--- src/design/mlns_pkg.sv ---
// ----------------------------------------------------------------------------
// mlns_pkg
// Shared types and codes for the last-note-priority note stack.
// ----------------------------------------------------------------------------
package mlns_pkg;

	localparam int NOTE_W = 7;
	localparam int VEL_W  = 7;
	localparam int CIN_W  = 4;

	localparam logic [CIN_W-1:0] CIN_NOTE_OFF = 4'd8;
	localparam logic [CIN_W-1:0] CIN_NOTE_ON  = 4'd9;

	typedef struct packed {
		logic [NOTE_W-1:0] note;
		logic [VEL_W-1:0]  vel;
	} entry_t;

	typedef enum logic [5:0] {
		ST_IDLE     = 6'b000001,
		ST_SCAN     = 6'b000010,
		ST_SHIFT    = 6'b000100,
		ST_RD_TOP   = 6'b001000,
		ST_WAIT_TOP = 6'b010000,
		ST_DONE     = 6'b100000
	} state_t;

endpackage

--- src/design/mlns_mem.sv ---
// ----------------------------------------------------------------------------
// mlns_mem
// Stack entry memory: one write port, one read port, registered read data.
// ----------------------------------------------------------------------------
module mlns_mem #(
	parameter int DEPTH = 16,
	parameter int AW    = 4
) (
	input  logic             clk,
	input  logic             we,
	input  logic [AW-1:0]    waddr,
	input  mlns_pkg::entry_t wdata,
	input  logic             re,
	input  logic [AW-1:0]    raddr,
	output mlns_pkg::entry_t rdata
);
	import mlns_pkg::*;

	entry_t mem_q [DEPTH];
	entry_t rdata_q;

	always_ff @(posedge clk) begin
		if (we) begin
			mem_q[waddr] <= wdata;
		end
	end

	always_ff @(posedge clk) begin
		if (re) begin
			rdata_q <= mem_q[raddr];
		end
	end

	assign rdata = rdata_q;

endmodule

--- src/design/midi_last_note_stack.sv ---
// ----------------------------------------------------------------------------
// midi_last_note_stack
// Last-note-priority stack of held MIDI notes, kept in one entry memory.
// ----------------------------------------------------------------------------
// One request is in work at a time; every request yields one result. The
// stack is a circular buffer in a memory with a single read port and
// registered read data. A note on, or any request on an empty stack, goes
// straight to its result. An ignored request on a non-empty stack re-reads
// the top entry. A note off scans down from the top one entry per cycle,
// then moves the entries above the match down one place, one per cycle,
// and re-reads the new top entry unless the stack ends empty; when no
// entry matches, it re-reads the top entry.
// A push onto a full stack advances the buffer base and overwrites the
// oldest entry, so it costs no more than any other push.
// ----------------------------------------------------------------------------
module midi_last_note_stack #(
	parameter int STACK_DEPTH = 16
) (
	input  logic                       clk,
	input  logic                       arst_n,
	input  logic                       in_valid,
	output logic                       in_ready,
	input  logic [mlns_pkg::CIN_W-1:0] code_index,
	input  logic [mlns_pkg::NOTE_W-1:0] note_number,
	input  logic [mlns_pkg::VEL_W-1:0] velocity,
	output logic                       out_valid,
	input  logic                       out_ready,
	output logic                       gate,
	output logic [mlns_pkg::NOTE_W-1:0] top_note,
	output logic [mlns_pkg::VEL_W-1:0] top_velocity,
	output logic                       overflow
);
	import mlns_pkg::*;

	localparam int AW = (STACK_DEPTH > 1) ? $clog2(STACK_DEPTH) : 1;
	localparam int CW = $clog2(STACK_DEPTH + 1);

	function automatic logic [AW-1:0] phys(input logic [AW-1:0] b, input logic [AW-1:0] i);
		logic [AW:0] s;
		s = {1'b0, b} + {1'b0, i};
		if (s >= (AW+1)'(STACK_DEPTH)) begin
			s = s - (AW+1)'(STACK_DEPTH);
		end
		return s[AW-1:0];
	endfunction

	state_t        state_q;
	logic [CW-1:0] count_q;
	logic [AW-1:0] base_q;
	logic          out_valid_q;

	logic [NOTE_W-1:0] note_q;
	logic [AW-1:0]     scan_idx_q;
	logic              iss_left_q;
	logic [AW-1:0]     chk_idx_s1;
	logic              chk_vld_s1;
	logic [CW-1:0]     sh_rd_q;
	logic [AW-1:0]     sh_wr_s1;
	logic              sh_wv_s1;

	logic              res_gate_q;
	entry_t            res_top_q;
	logic              res_ovf_q;

	logic              gate_q;
	entry_t            top_q;
	logic              ovf_q;

	logic          accept;
	logic          full;
	logic [CW-1:0] count_dec;
	logic [AW-1:0] top_idx;
	logic          hit;
	logic          sh_issue;
	logic          out_free;

	logic          mem_we;
	logic [AW-1:0] wr_idx;
	entry_t        mem_wdata;
	logic          mem_re;
	logic [AW-1:0] rd_idx;
	logic [AW-1:0] mem_waddr;
	logic [AW-1:0] mem_raddr;
	entry_t        mem_rdata;

	assign in_ready  = (state_q == ST_IDLE);
	assign accept    = in_valid && in_ready;
	assign full      = (count_q == CW'(STACK_DEPTH));
	assign count_dec = count_q - CW'(1);
	assign top_idx   = count_dec[AW-1:0];
	assign hit       = chk_vld_s1 && (mem_rdata.note == note_q);
	assign sh_issue  = (sh_rd_q < count_q);
	assign out_free  = !out_valid_q || out_ready;

	// memory port steering
	always_comb begin
		mem_we    = 1'b0;
		wr_idx    = '0;
		mem_wdata = mem_rdata;
		mem_re    = 1'b0;
		rd_idx    = top_idx;
		case (state_q)
			ST_IDLE: begin
				if (accept && code_index == CIN_NOTE_ON) begin
					mem_we    = 1'b1;
					wr_idx    = full ? '0 : count_q[AW-1:0];
					mem_wdata = '{note: note_number, vel: velocity};
				end
			end
			ST_SCAN: begin
				rd_idx = scan_idx_q;
				if (!hit && !(chk_vld_s1 && chk_idx_s1 == '0)) begin
					mem_re = iss_left_q;
				end
			end
			ST_SHIFT: begin
				rd_idx = sh_rd_q[AW-1:0];
				mem_re = sh_issue;
				mem_we = sh_wv_s1;
				wr_idx = sh_wr_s1;
			end
			ST_RD_TOP: begin
				mem_re = 1'b1;
			end
			default: begin
			end
		endcase
	end

	assign mem_waddr = phys(base_q, wr_idx);
	assign mem_raddr = phys(base_q, rd_idx);

	mlns_mem #(
		.DEPTH (STACK_DEPTH),
		.AW    (AW)
	) u_mem (
		.clk   (clk),
		.we    (mem_we),
		.waddr (mem_waddr),
		.wdata (mem_wdata),
		.re    (mem_re),
		.raddr (mem_raddr),
		.rdata (mem_rdata)
	);

	// control state
	always_ff @(posedge clk or negedge arst_n) begin
		if (!arst_n) begin
			state_q     <= ST_IDLE;
			count_q     <= '0;
			base_q      <= '0;
			out_valid_q <= 1'b0;
			iss_left_q  <= 1'b0;
			chk_vld_s1  <= 1'b0;
			sh_wv_s1    <= 1'b0;
		end else begin
			if (state_q == ST_DONE && out_free) begin
				out_valid_q <= 1'b1;
			end else if (out_ready) begin
				out_valid_q <= 1'b0;
			end
			case (state_q)
				ST_IDLE: begin
					if (accept) begin
						if (code_index == CIN_NOTE_ON) begin
							if (full) begin
								base_q <= (base_q == AW'(STACK_DEPTH - 1)) ? '0 : base_q + AW'(1);
							end else begin
								count_q <= count_q + CW'(1);
							end
							state_q <= ST_DONE;
						end else if (count_q == '0) begin
							state_q <= ST_DONE;
						end else if (code_index == CIN_NOTE_OFF) begin
							iss_left_q <= 1'b1;
							chk_vld_s1 <= 1'b0;
							state_q    <= ST_SCAN;
						end else begin
							state_q <= ST_RD_TOP;
						end
					end
				end
				ST_SCAN: begin
					if (hit) begin
						sh_wv_s1 <= 1'b0;
						state_q  <= ST_SHIFT;
					end else if (chk_vld_s1 && chk_idx_s1 == '0) begin
						state_q <= ST_RD_TOP;
					end else begin
						chk_vld_s1 <= iss_left_q;
						if (iss_left_q && scan_idx_q == '0) begin
							iss_left_q <= 1'b0;
						end
					end
				end
				ST_SHIFT: begin
					sh_wv_s1 <= sh_issue;
					if (!sh_issue && !sh_wv_s1) begin
						count_q <= count_dec;
						state_q <= (count_dec == '0) ? ST_DONE : ST_RD_TOP;
					end
				end
				ST_RD_TOP: begin
					state_q <= ST_WAIT_TOP;
				end
				ST_WAIT_TOP: begin
					state_q <= ST_DONE;
				end
				ST_DONE: begin
					if (out_free) begin
						state_q <= ST_IDLE;
					end
				end
				default: begin
					state_q <= ST_IDLE;
				end
			endcase
		end
	end

	// datapath registers
	always_ff @(posedge clk) begin
		case (state_q)
			ST_IDLE: begin
				if (accept) begin
					note_q     <= note_number;
					scan_idx_q <= top_idx;
					res_ovf_q  <= (code_index == CIN_NOTE_ON) && full;
					if (code_index == CIN_NOTE_ON) begin
						res_gate_q <= 1'b1;
						res_top_q  <= '{note: note_number, vel: velocity};
					end else begin
						res_gate_q <= 1'b0;
						res_top_q  <= '0;
					end
				end
			end
			ST_SCAN: begin
				if (hit) begin
					sh_rd_q <= CW'(chk_idx_s1) + CW'(1);
				end else if (iss_left_q) begin
					chk_idx_s1 <= scan_idx_q;
					scan_idx_q <= scan_idx_q - AW'(1);
				end
			end
			ST_SHIFT: begin
				sh_wr_s1 <= sh_rd_q[AW-1:0] - AW'(1);
				if (sh_issue) begin
					sh_rd_q <= sh_rd_q + CW'(1);
				end
				if (!sh_issue && !sh_wv_s1) begin
					res_gate_q <= 1'b0;
					res_top_q  <= '0;
				end
			end
			ST_WAIT_TOP: begin
				res_gate_q <= 1'b1;
				res_top_q  <= mem_rdata;
			end
			ST_DONE: begin
				if (out_free) begin
					gate_q <= res_gate_q;
					top_q  <= res_top_q;
					ovf_q  <= res_ovf_q;
				end
			end
			default: begin
			end
		endcase
	end

	assign out_valid    = out_valid_q;
	assign gate         = gate_q;
	assign top_note     = top_q.note;
	assign top_velocity = top_q.vel;
	assign overflow     = ovf_q;

	a_count_range: assert property (@(posedge clk) disable iff (!arst_n)
		count_q <= CW'(STACK_DEPTH))
		else $error("held count beyond stack depth");

	a_no_rw_same: assert property (@(posedge clk) disable iff (!arst_n)
		!(mem_we && mem_re && mem_waddr == mem_raddr))
		else $error("read and write of the same entry in one cycle");

	a_empty_zero: assert property (@(posedge clk) disable iff (!arst_n)
		out_valid && !gate |-> top_note == '0 && top_velocity == '0 && !overflow)
		else $error("empty result carries a note");

	a_ovf_full: assert property (@(posedge clk) disable iff (!arst_n)
		accept && code_index == CIN_NOTE_ON && full |=> count_q == CW'(STACK_DEPTH))
		else $error("full push changed the held count");

endmodule

--- config.mk ---
export PLATFORM = sky130hd
export DESIGN_NAME = midi_last_note_stack
export DESIGN_NICKNAME = d
export VERILOG_FILES = /design/src/design/mlns_pkg.sv /design/src/design/mlns_mem.sv /design/src/design/midi_last_note_stack.sv
export SDC_FILE = /design/constraint.sdc
export NUM_CORES = 1
export LEC_CHECK = 0
export ABC_CLOCK_PERIOD_IN_PS = 11500
export CELL_PAD_IN_SITES_DETAIL_PLACEMENT = 0
export CELL_PAD_IN_SITES_GLOBAL_PLACEMENT = 2
export CORE_ASPECT_RATIO = 0.6
export CORE_MARGIN = 2
export CORE_UTILIZATION = 50
export CTS_CLUSTER_DIAMETER = 50
export DETAILED_ROUTE_END_ITERATION = 7
export DONT_BUFFER_PORTS = 1
export HOLD_SLACK_MARGIN = 0.12
export PLACE_DENSITY = 0.82
export SETUP_SLACK_MARGIN = 0.4
export SLEW_MARGIN = 40
export SYNTH_ARGS = -nofsm -noshare
export SYNTH_HDL_FRONTEND = slang
export SYNTH_SLANG_ARGS = --single-unit
export TNS_END_PERCENT = 20
--- constraint.sdc ---
create_clock -name clk -period 11.5 [get_ports clk]
set_input_delay 0.575 -clock clk [delete_from_list [all_inputs] [get_ports clk]]
set_output_delay 0.575 -clock clk [all_outputs]
set_load 0.005 [all_outputs]
# After elaboration in Yosys (flattened, before gate mapping)

Memory sizes are Yosys's and may differ from the RTL's. A register that Yosys moved wholly into a read port is not among the register bits.
Cells that the tools add are included.

Bits in registers: 75
Memory bits (writable): 224
Input port bits: 22
Logic and storage cells: 162
Memories kept: 1

Memory list:

| memory      | depth | width | read ports | clocked after memory_dff | wr ports | line           | text |
|---|---|---|---|---|---|---|---|
| u_mem.mem_q | 16    | 14    | 1          | 1                        | 1        | mlns_mem.sv:19 | `entry_t mem_q [DEPTH];` |

$add $sub $neg: 11
Order comparisons: 3
Eq/ne operators: 26
Mux-type cells: 64
Bitwise operators: 1
Reductions and logical operators: 36

Operator list:

| kind                                                               | number |
|---|---|
| 14-bit 2-to-1 mux                                                  | 5 |
| 6-bit 2-to-1 mux                                                   | 8 |
| 14-bit one-hot mux with 3 select lines                             | 1 |
| 4-bit 2-to-1 mux                                                   | 9 |
| 6-bit one-hot mux with 6 select lines                              | 1 |
| 5-bit 2-to-1 mux                                                   | 6 |
| 4-bit one-hot mux with 2 select lines                              | 3 |
| 1-bit 2-to-1 mux                                                   | 23 |
| 2-bit != test, second input constant                               | 11 |
| 5-bit one-hot mux with 2 select lines                              | 2 |
| 4-bit by 1-bit subtractor with 4-bit output, second input constant | 4 |
| 4-bit == test, second input constant                               | 3 |
| 4-bit AND reduction                                                | 3 |
| 4-bit by 4-bit adder with 5-bit output                             | 2 |
| 5-bit by 1-bit adder with 5-bit output, second input constant      | 2 |
| 5-bit greater-or-equal comparator, second input constant           | 2 |
| 5-bit zero test                                                    | 2 |
| 1-bit logical AND                                                  | 9 |
| 3-bit AND reduction                                                | 3 |
| 4-bit zero test                                                    | 2 |
| 1-bit one-hot mux with 2 select lines                              | 4 |
| 8-bit AND reduction                                                | 1 |
| 2-bit nonzero test                                                 | 4 |
| 7-bit == test                                                      | 1 |
| 21 further kinds                                                   | 30 |

# Longest topological paths before layout

Depth after elaboration: 8
Mapped depth: 13
Mapped depth without buffers: 11

# Hierarchy

A second synthesis with hierarchy kept.

Cells, all modules: 701
Area, all modules: 12928.6 µm²

Modules (own cells, without submodules):

| module               | instances | cells each | area an instance (µm²) | seq. area each (µm²) |
|---|---|---|---|---|
| mlns_mem             | 1         | 379        | 8903.5                 | 7146.9 |
| midi_last_note_stack | 1         | 322        | 4025.1                 | 2158.3 |

# Worst setup path before layout

Ideal clock, no wire load.

Kind: input to register
From: input port code_index[1] (netlist name)
To: memory u_mem.mem_q[12][0] (netlist name), enable pin
Setup time: 0.403 ns
Data arrival time: 3.912 ns
Setup slack: 7.186 ns
Cell stages on the path: 11
Cell sequence: nor4bb_1 -> nand4_1 -> clkbuf_1 -> nor2_1 -> a22o_1 -> ha_1 -> a21o_1 -> a21oi_1 -> xnor2_1 -> xnor2_1 -> nor3_1

Word-level cells in the longest chain between the ends: 7
Elaborated cells on any way between the ends: 12
Classes of those cells: add/sub: 2; order compare: 1; eq/ne: 1; mux: 7; reduce/logical: 1

Ends and longest elaborated chain:

| what                                                                                                    | line                                                   | text |
|---|---|---|
| from (decl)                                                                                             | midi_last_note_stack.sv:23                             | `input logic [mlns_pkg::CIN_W-1:0] code_index,` |
| 4-bit == test (*)                                                                                       | midi_last_note_stack.sv:104                            | `if (accept && code_index == CIN_NOTE_ON) begin` |
| 1-bit logical AND (*)                                                                                   | midi_last_note_stack.sv:104                            |  |
| 4-bit 2-to-1 mux                                                                                        | midi_last_note_stack.sv:104                            |  |
| 4-bit one-hot mux with 2 select lines                                                                   | midi_last_note_stack.sv:102                            | `case (state_q)` |
| 4-bit by 4-bit adder with 5-bit output                                                                  | midi_last_note_stack.sv:40                             | `s = {1'b0, b} + {1'b0, i};` |
| 4-bit by 1-bit subtractor with 4-bit output / 5-bit greater-or-equal comparator (equally long branches) | midi_last_note_stack.sv:42, midi_last_note_stack.sv:41 |  |
| 4-bit 2-to-1 mux                                                                                        | midi_last_note_stack.sv:41                             | `if (s >= (AW+1)'(STACK_DEPTH)) begin` |
| to (decl)                                                                                               | mlns_mem.sv:19                                         |  |

Every way passes the cells marked *; elsewhere a longest branch is shown, timed or not.

# Worst setup path after layout

From: register state_q[5]
To: memory u_mem.mem_q[9][1] (netlist name), enable pin

Word-level cells in the longest chain between the ends: 8
Elaborated cells on any way between the ends: 14
Classes of those cells: add/sub: 2; order compare: 1; eq/ne: 2; mux: 7; reduce/logical: 2

Ends and longest elaborated chain:

| what                                                                                                    | line                                                    | text |
|---|---|---|
| from (decl)                                                                                             | midi_last_note_stack.sv:47                              | `state_t state_q;` |
| from (signal assigned)                                                                                  | midi_last_note_stack.sv:200                             | `state_q <= (count_dec == '0) ? ST_DONE : ST_RD_TOP;` |
| 6-bit by 1-bit == test with 1-bit output                                                                | midi_last_note_stack.sv:86, midi_last_note_stack.sv:102 |  |
| 1-bit logical AND                                                                                       | midi_last_note_stack.sv:87                              | `assign accept = in_valid && in_ready;` |
| 1-bit logical AND                                                                                       | midi_last_note_stack.sv:104                             |  |
| 4-bit 2-to-1 mux                                                                                        | midi_last_note_stack.sv:104                             |  |
| 4-bit one-hot mux with 2 select lines                                                                   | midi_last_note_stack.sv:102                             |  |
| 4-bit by 4-bit adder with 5-bit output                                                                  | midi_last_note_stack.sv:40                              |  |
| 4-bit by 1-bit subtractor with 4-bit output / 5-bit greater-or-equal comparator (equally long branches) | midi_last_note_stack.sv:42, midi_last_note_stack.sv:41  |  |
| 4-bit 2-to-1 mux                                                                                        | midi_last_note_stack.sv:41                              |  |

Parallel ways exist; a longest one is shown, timed or not.

==> key figures <==
Drt
  – Total length of routed wires: 29600 um
  – Routed via count: 6875
  – Number of iterations in the first detailed-routing pass: 5
  – Detail-routed net length per standard cell: 25.99 um
  – Iter 0 DRT Violations: 851
  – DRC violation count after routing: 0
  – Final ANT Viol Nets: 0
  – Vias per cell: 6.036

CTS
  – Postcts setup bufs: 0
  – Clk buf depth: 3
  – Clock root cell: sky130_fd_sc_hd__clkbuf_16
  – Clock tree from TritonCTS: yes
  – Insertion delay to the later sink of the worst-skew pair: between 500 and 600 ps
  – Number of H-tree branching levels: 1
  – Post-CTS clock slew at the launch and capture registers of the worst setup and hold paths: 70 ps
  – Number of sinks handled by clock tree synthesis: 313
  – Total clock buffers created by CTS: 28

Logic synthesis
  – Post-synth top area cell: sky130_fd_sc_hd__edfxtp_1
  – Most frequently used flop master after synthesis: sky130_fd_sc_hd__edfxtp_1
  – Area contributors post-synth: sky130_fd_sc_hd__edfxtp_1, sky130_fd_sc_hd__mux4_2, sky130_fd_sc_hd__dfrtp_1
  – Post-synth EDFFs: 294
  – Nets in the synthesized netlist: between 700 and 800
  – Synthesized cell area: 13050 sq um
  – Top-count cell post-synth: sky130_fd_sc_hd__edfxtp_1
  – Flip-flop and latch count after synthesis: ~310
  – Gate Count Post-Synth: 742
  – Area share of the largest cell type after synthesis: 0.6765
  – Average size of a mapped cell: 17.59 sq um
  – Sequential area share after synthesis: 0.7130
  – Distinct cell type count of the synthesized netlist: 56
  – Proportion of register bits with asynchronous set or reset after synthesis: 0.06070
  – Syn. warnings: 0
  – Cell types with the highest counts after synthesis: sky130_fd_sc_hd__edfxtp_1, sky130_fd_sc_hd__nand2_1, sky130_fd_sc_hd__mux4_2

Place
  – Buffers added on ports: 0
  – GPL Wtd Cong: ~0.86
  – DP Wirelength: 20200 um
  – DP Area: 13680 sq um

Critical path
  – Signal arrival time at the worst endpoint: 4970 ps
  – Critical Path Max Stage Delay: 680 ps
  – Crit-path leading delay family: simple AND/OR/NAND/NOR gates
  – Element type at the critical path start: flop
  – Endpoint class of the critical path: flop
  – Cell breakdown of the critical path: nor4_1 > nand4_1 > buf_6 > nor2_1 > a22o_1 > ha_1 > a21o_1 > a21oi_1 > xnor2_1 > xnor2_2 > buf_4 > nor3_4
  – Cell type of the slowest stage on the worst timing path: sky130_fd_sc_hd__nor3_4
  – Largest fanout on the critical path: 14
  – Crit path buffers/inverters: 2
  – CP required: around 12000 ps
  – Setup Crit Path Kind: flop to flop

Floorplanning
  – Die outline area: 27450 sq um
  – Core Area: approximately 25000 sq um
  – Initial core utilization: 0.5128
  – Chip Height: 129.1 um
  – Top-level port count: 40
  – Die width: 212.6 um
  – Row cnt: 45

STA
  – Achievable clock frequency: 208.8 MHz
  – # setup viols final: 0
  – Final count of hold timing violations: 0
  – Worst max-slew margin expressed relative to the limit: 0.3509
  – Final clock skew: 25.72 ps
  – Aggregate negative setup slack: 0 ps
  – Post-layout min period: 4790 ps
  – Pins Over Slew Limit: 0
  – Final critical-path share of the clock period: 0.4165
  – RSZ-0062 raised after global routing: false
  – Worst slew pin tran: roughly 960 ps

Layout
  – Proportion of layout cells with a drive suffix above 1: 0.1819
  – Final standard cell utilization of the core: 0.5770
  – Finished Cell Area: 14680 sq um
  – Relative area change from synthesis to final layout: 12.52%
  – # nets final: 808

GRT
  – Largest net degree at the start of global routing: 57
  – Total global-route track usage: 0.2243
  – Global-route wire length before repair: 44080 um
  – Total grt overflow: 0
  – Initial antenna violation count: 0
  – Via count of the first global-routing pass: 6719

Power and ir drop
  – LEAKAGE: 5.056 nW
  – Maximum vdd drop: approximately 0.14 mV
  – P per Cell Area: about 220 nW/um^2

Hold path
  – Worst Hold Class: primary input to flop

Flow run
  – Max-cap violations: 0

Status
  – Run status: completed
-- power by group --
| part | switching, mW | internal [mW] | total, mW |
|---|---|---|---|
| combinational | 0.517 | 0.368 | 0.885 |
| clock | 0.399 | 0.505 | 0.904 |
| sequential | 0.0424 | 1.37 | 1.41 |
-- stage by stage --
stage | std cells | hold slack, ps | worst slack [ps] | total power, mW
6_report | 1139 | 207.1 | 6710 | 3.198
4_1_cts | 1136 | 181.3 | 6412 | 3.208
5_1_grt | 1138 | 194.8 | 6349 | 3.323
3_5_place_dp | 1075 | 279.7 | 6473 | 2.306
3_3_place_gp | 1074 | 279.8 | 6498 | 2.289
2_1_floorplan | 742 | 279.4 | 7186 | 2.025
-- placed cells by master (no fill, tap or decap), drive strengths merged, types with 18 or more instances in the layout --
master	netlist	routed
edfxtp	294	294
nand2	59	59
mux4	56	56
mux2i	43	43
clkbuf	22	36
nor3	26	26
inv	22	22
xnor2	20	20
ha	19	19
dfrtp	18	18
-- area by class of cell --
| cell class | count | area, sq um |
|---|---|---|
| well taps | 352 | 440.4 |
| flip-flops and latches | 313 | 9305 |
| fillers | 1927 | 10770 |
| repair buffers | 23 | 202.7 |
| multi-input cells | 377 | 3780 |
| clock inverters | 15 | 118.9 |
| inverters | 22 | 82.58 |
| clock buffers | 36 | 752.0 |
| diodes | 1 | 2.502 |
-- routing by layer --
metal / up-vias / wire (um) / track usage
li1: 3005 / - / -
met3: 32 / 2746 / 0.05356
met2: 301 / 11860 / 0.3018
met5: - / 0 / 0
met1: 3537 / 14520 / 0.3703
met4: 0 / 470 / 0.04401
-- logic make-up (layout without fill, tap and decap cells) --
| logic type | Yosys count | after routing | share of synthesized area |
|---|---|---|---|
| muxes | 100 | 100 | 0.1305 |
| DFF | 313 | 313 | 0.7130 |
| AOI/OAI and AO/OA | 74 | 74 | 0.04084 |
| xor gates and xnor gates | 27 | 27 | 0.01927 |
| and+or+nand+nor | 155 | 155 | 0.05868 |
| adders and majority gates | 21 | 21 | 0.02129 |
| buffers and inverters | 52 | 96 | 0.01639 |
| other | 0 | 1 | 0 |
-- registers in the layout, indices dropped and copies added, names as in the netlist, 4 cells and up --
name	cells
top_velocity	7
sh_wr_s1	4
scan_idx_q	4
sh_rd_q	5
res_top_q	14
count_q	5
u_mem.mem_q	224
u_mem.rdata	14
chk_idx_s1	4
state_q	6
top_note	7
base_q	4
note_q	7
-- worst paths after layout --
check | slack [ps] | depth (start not counted) | to | start
setup / recovery | 6710 | 12 | u_mem.mem_q[9][1] | state_q[5]
hold / removal | 210 | 2 | base_q[3] | in_valid
setup reg to reg | 6710 | 12 | u_mem.mem_q[9][1] | state_q[5]
hold reg to reg | 420 | 0 | top_note[6] | res_top_q[13]
max in group asynchronous | 10640 | 2 | state_q[0] | arst_n
min in group asynchronous | 520 | 2 | state_q[4] | arst_n
-- what timing repair did --
item | 4_1_cts | 5_1_grt
hold endpoints to repair | 28 | 18
gates resized for setup | 0 | 0
hold buffers | 10 | 1
Power figures use the tool's default switching activity.
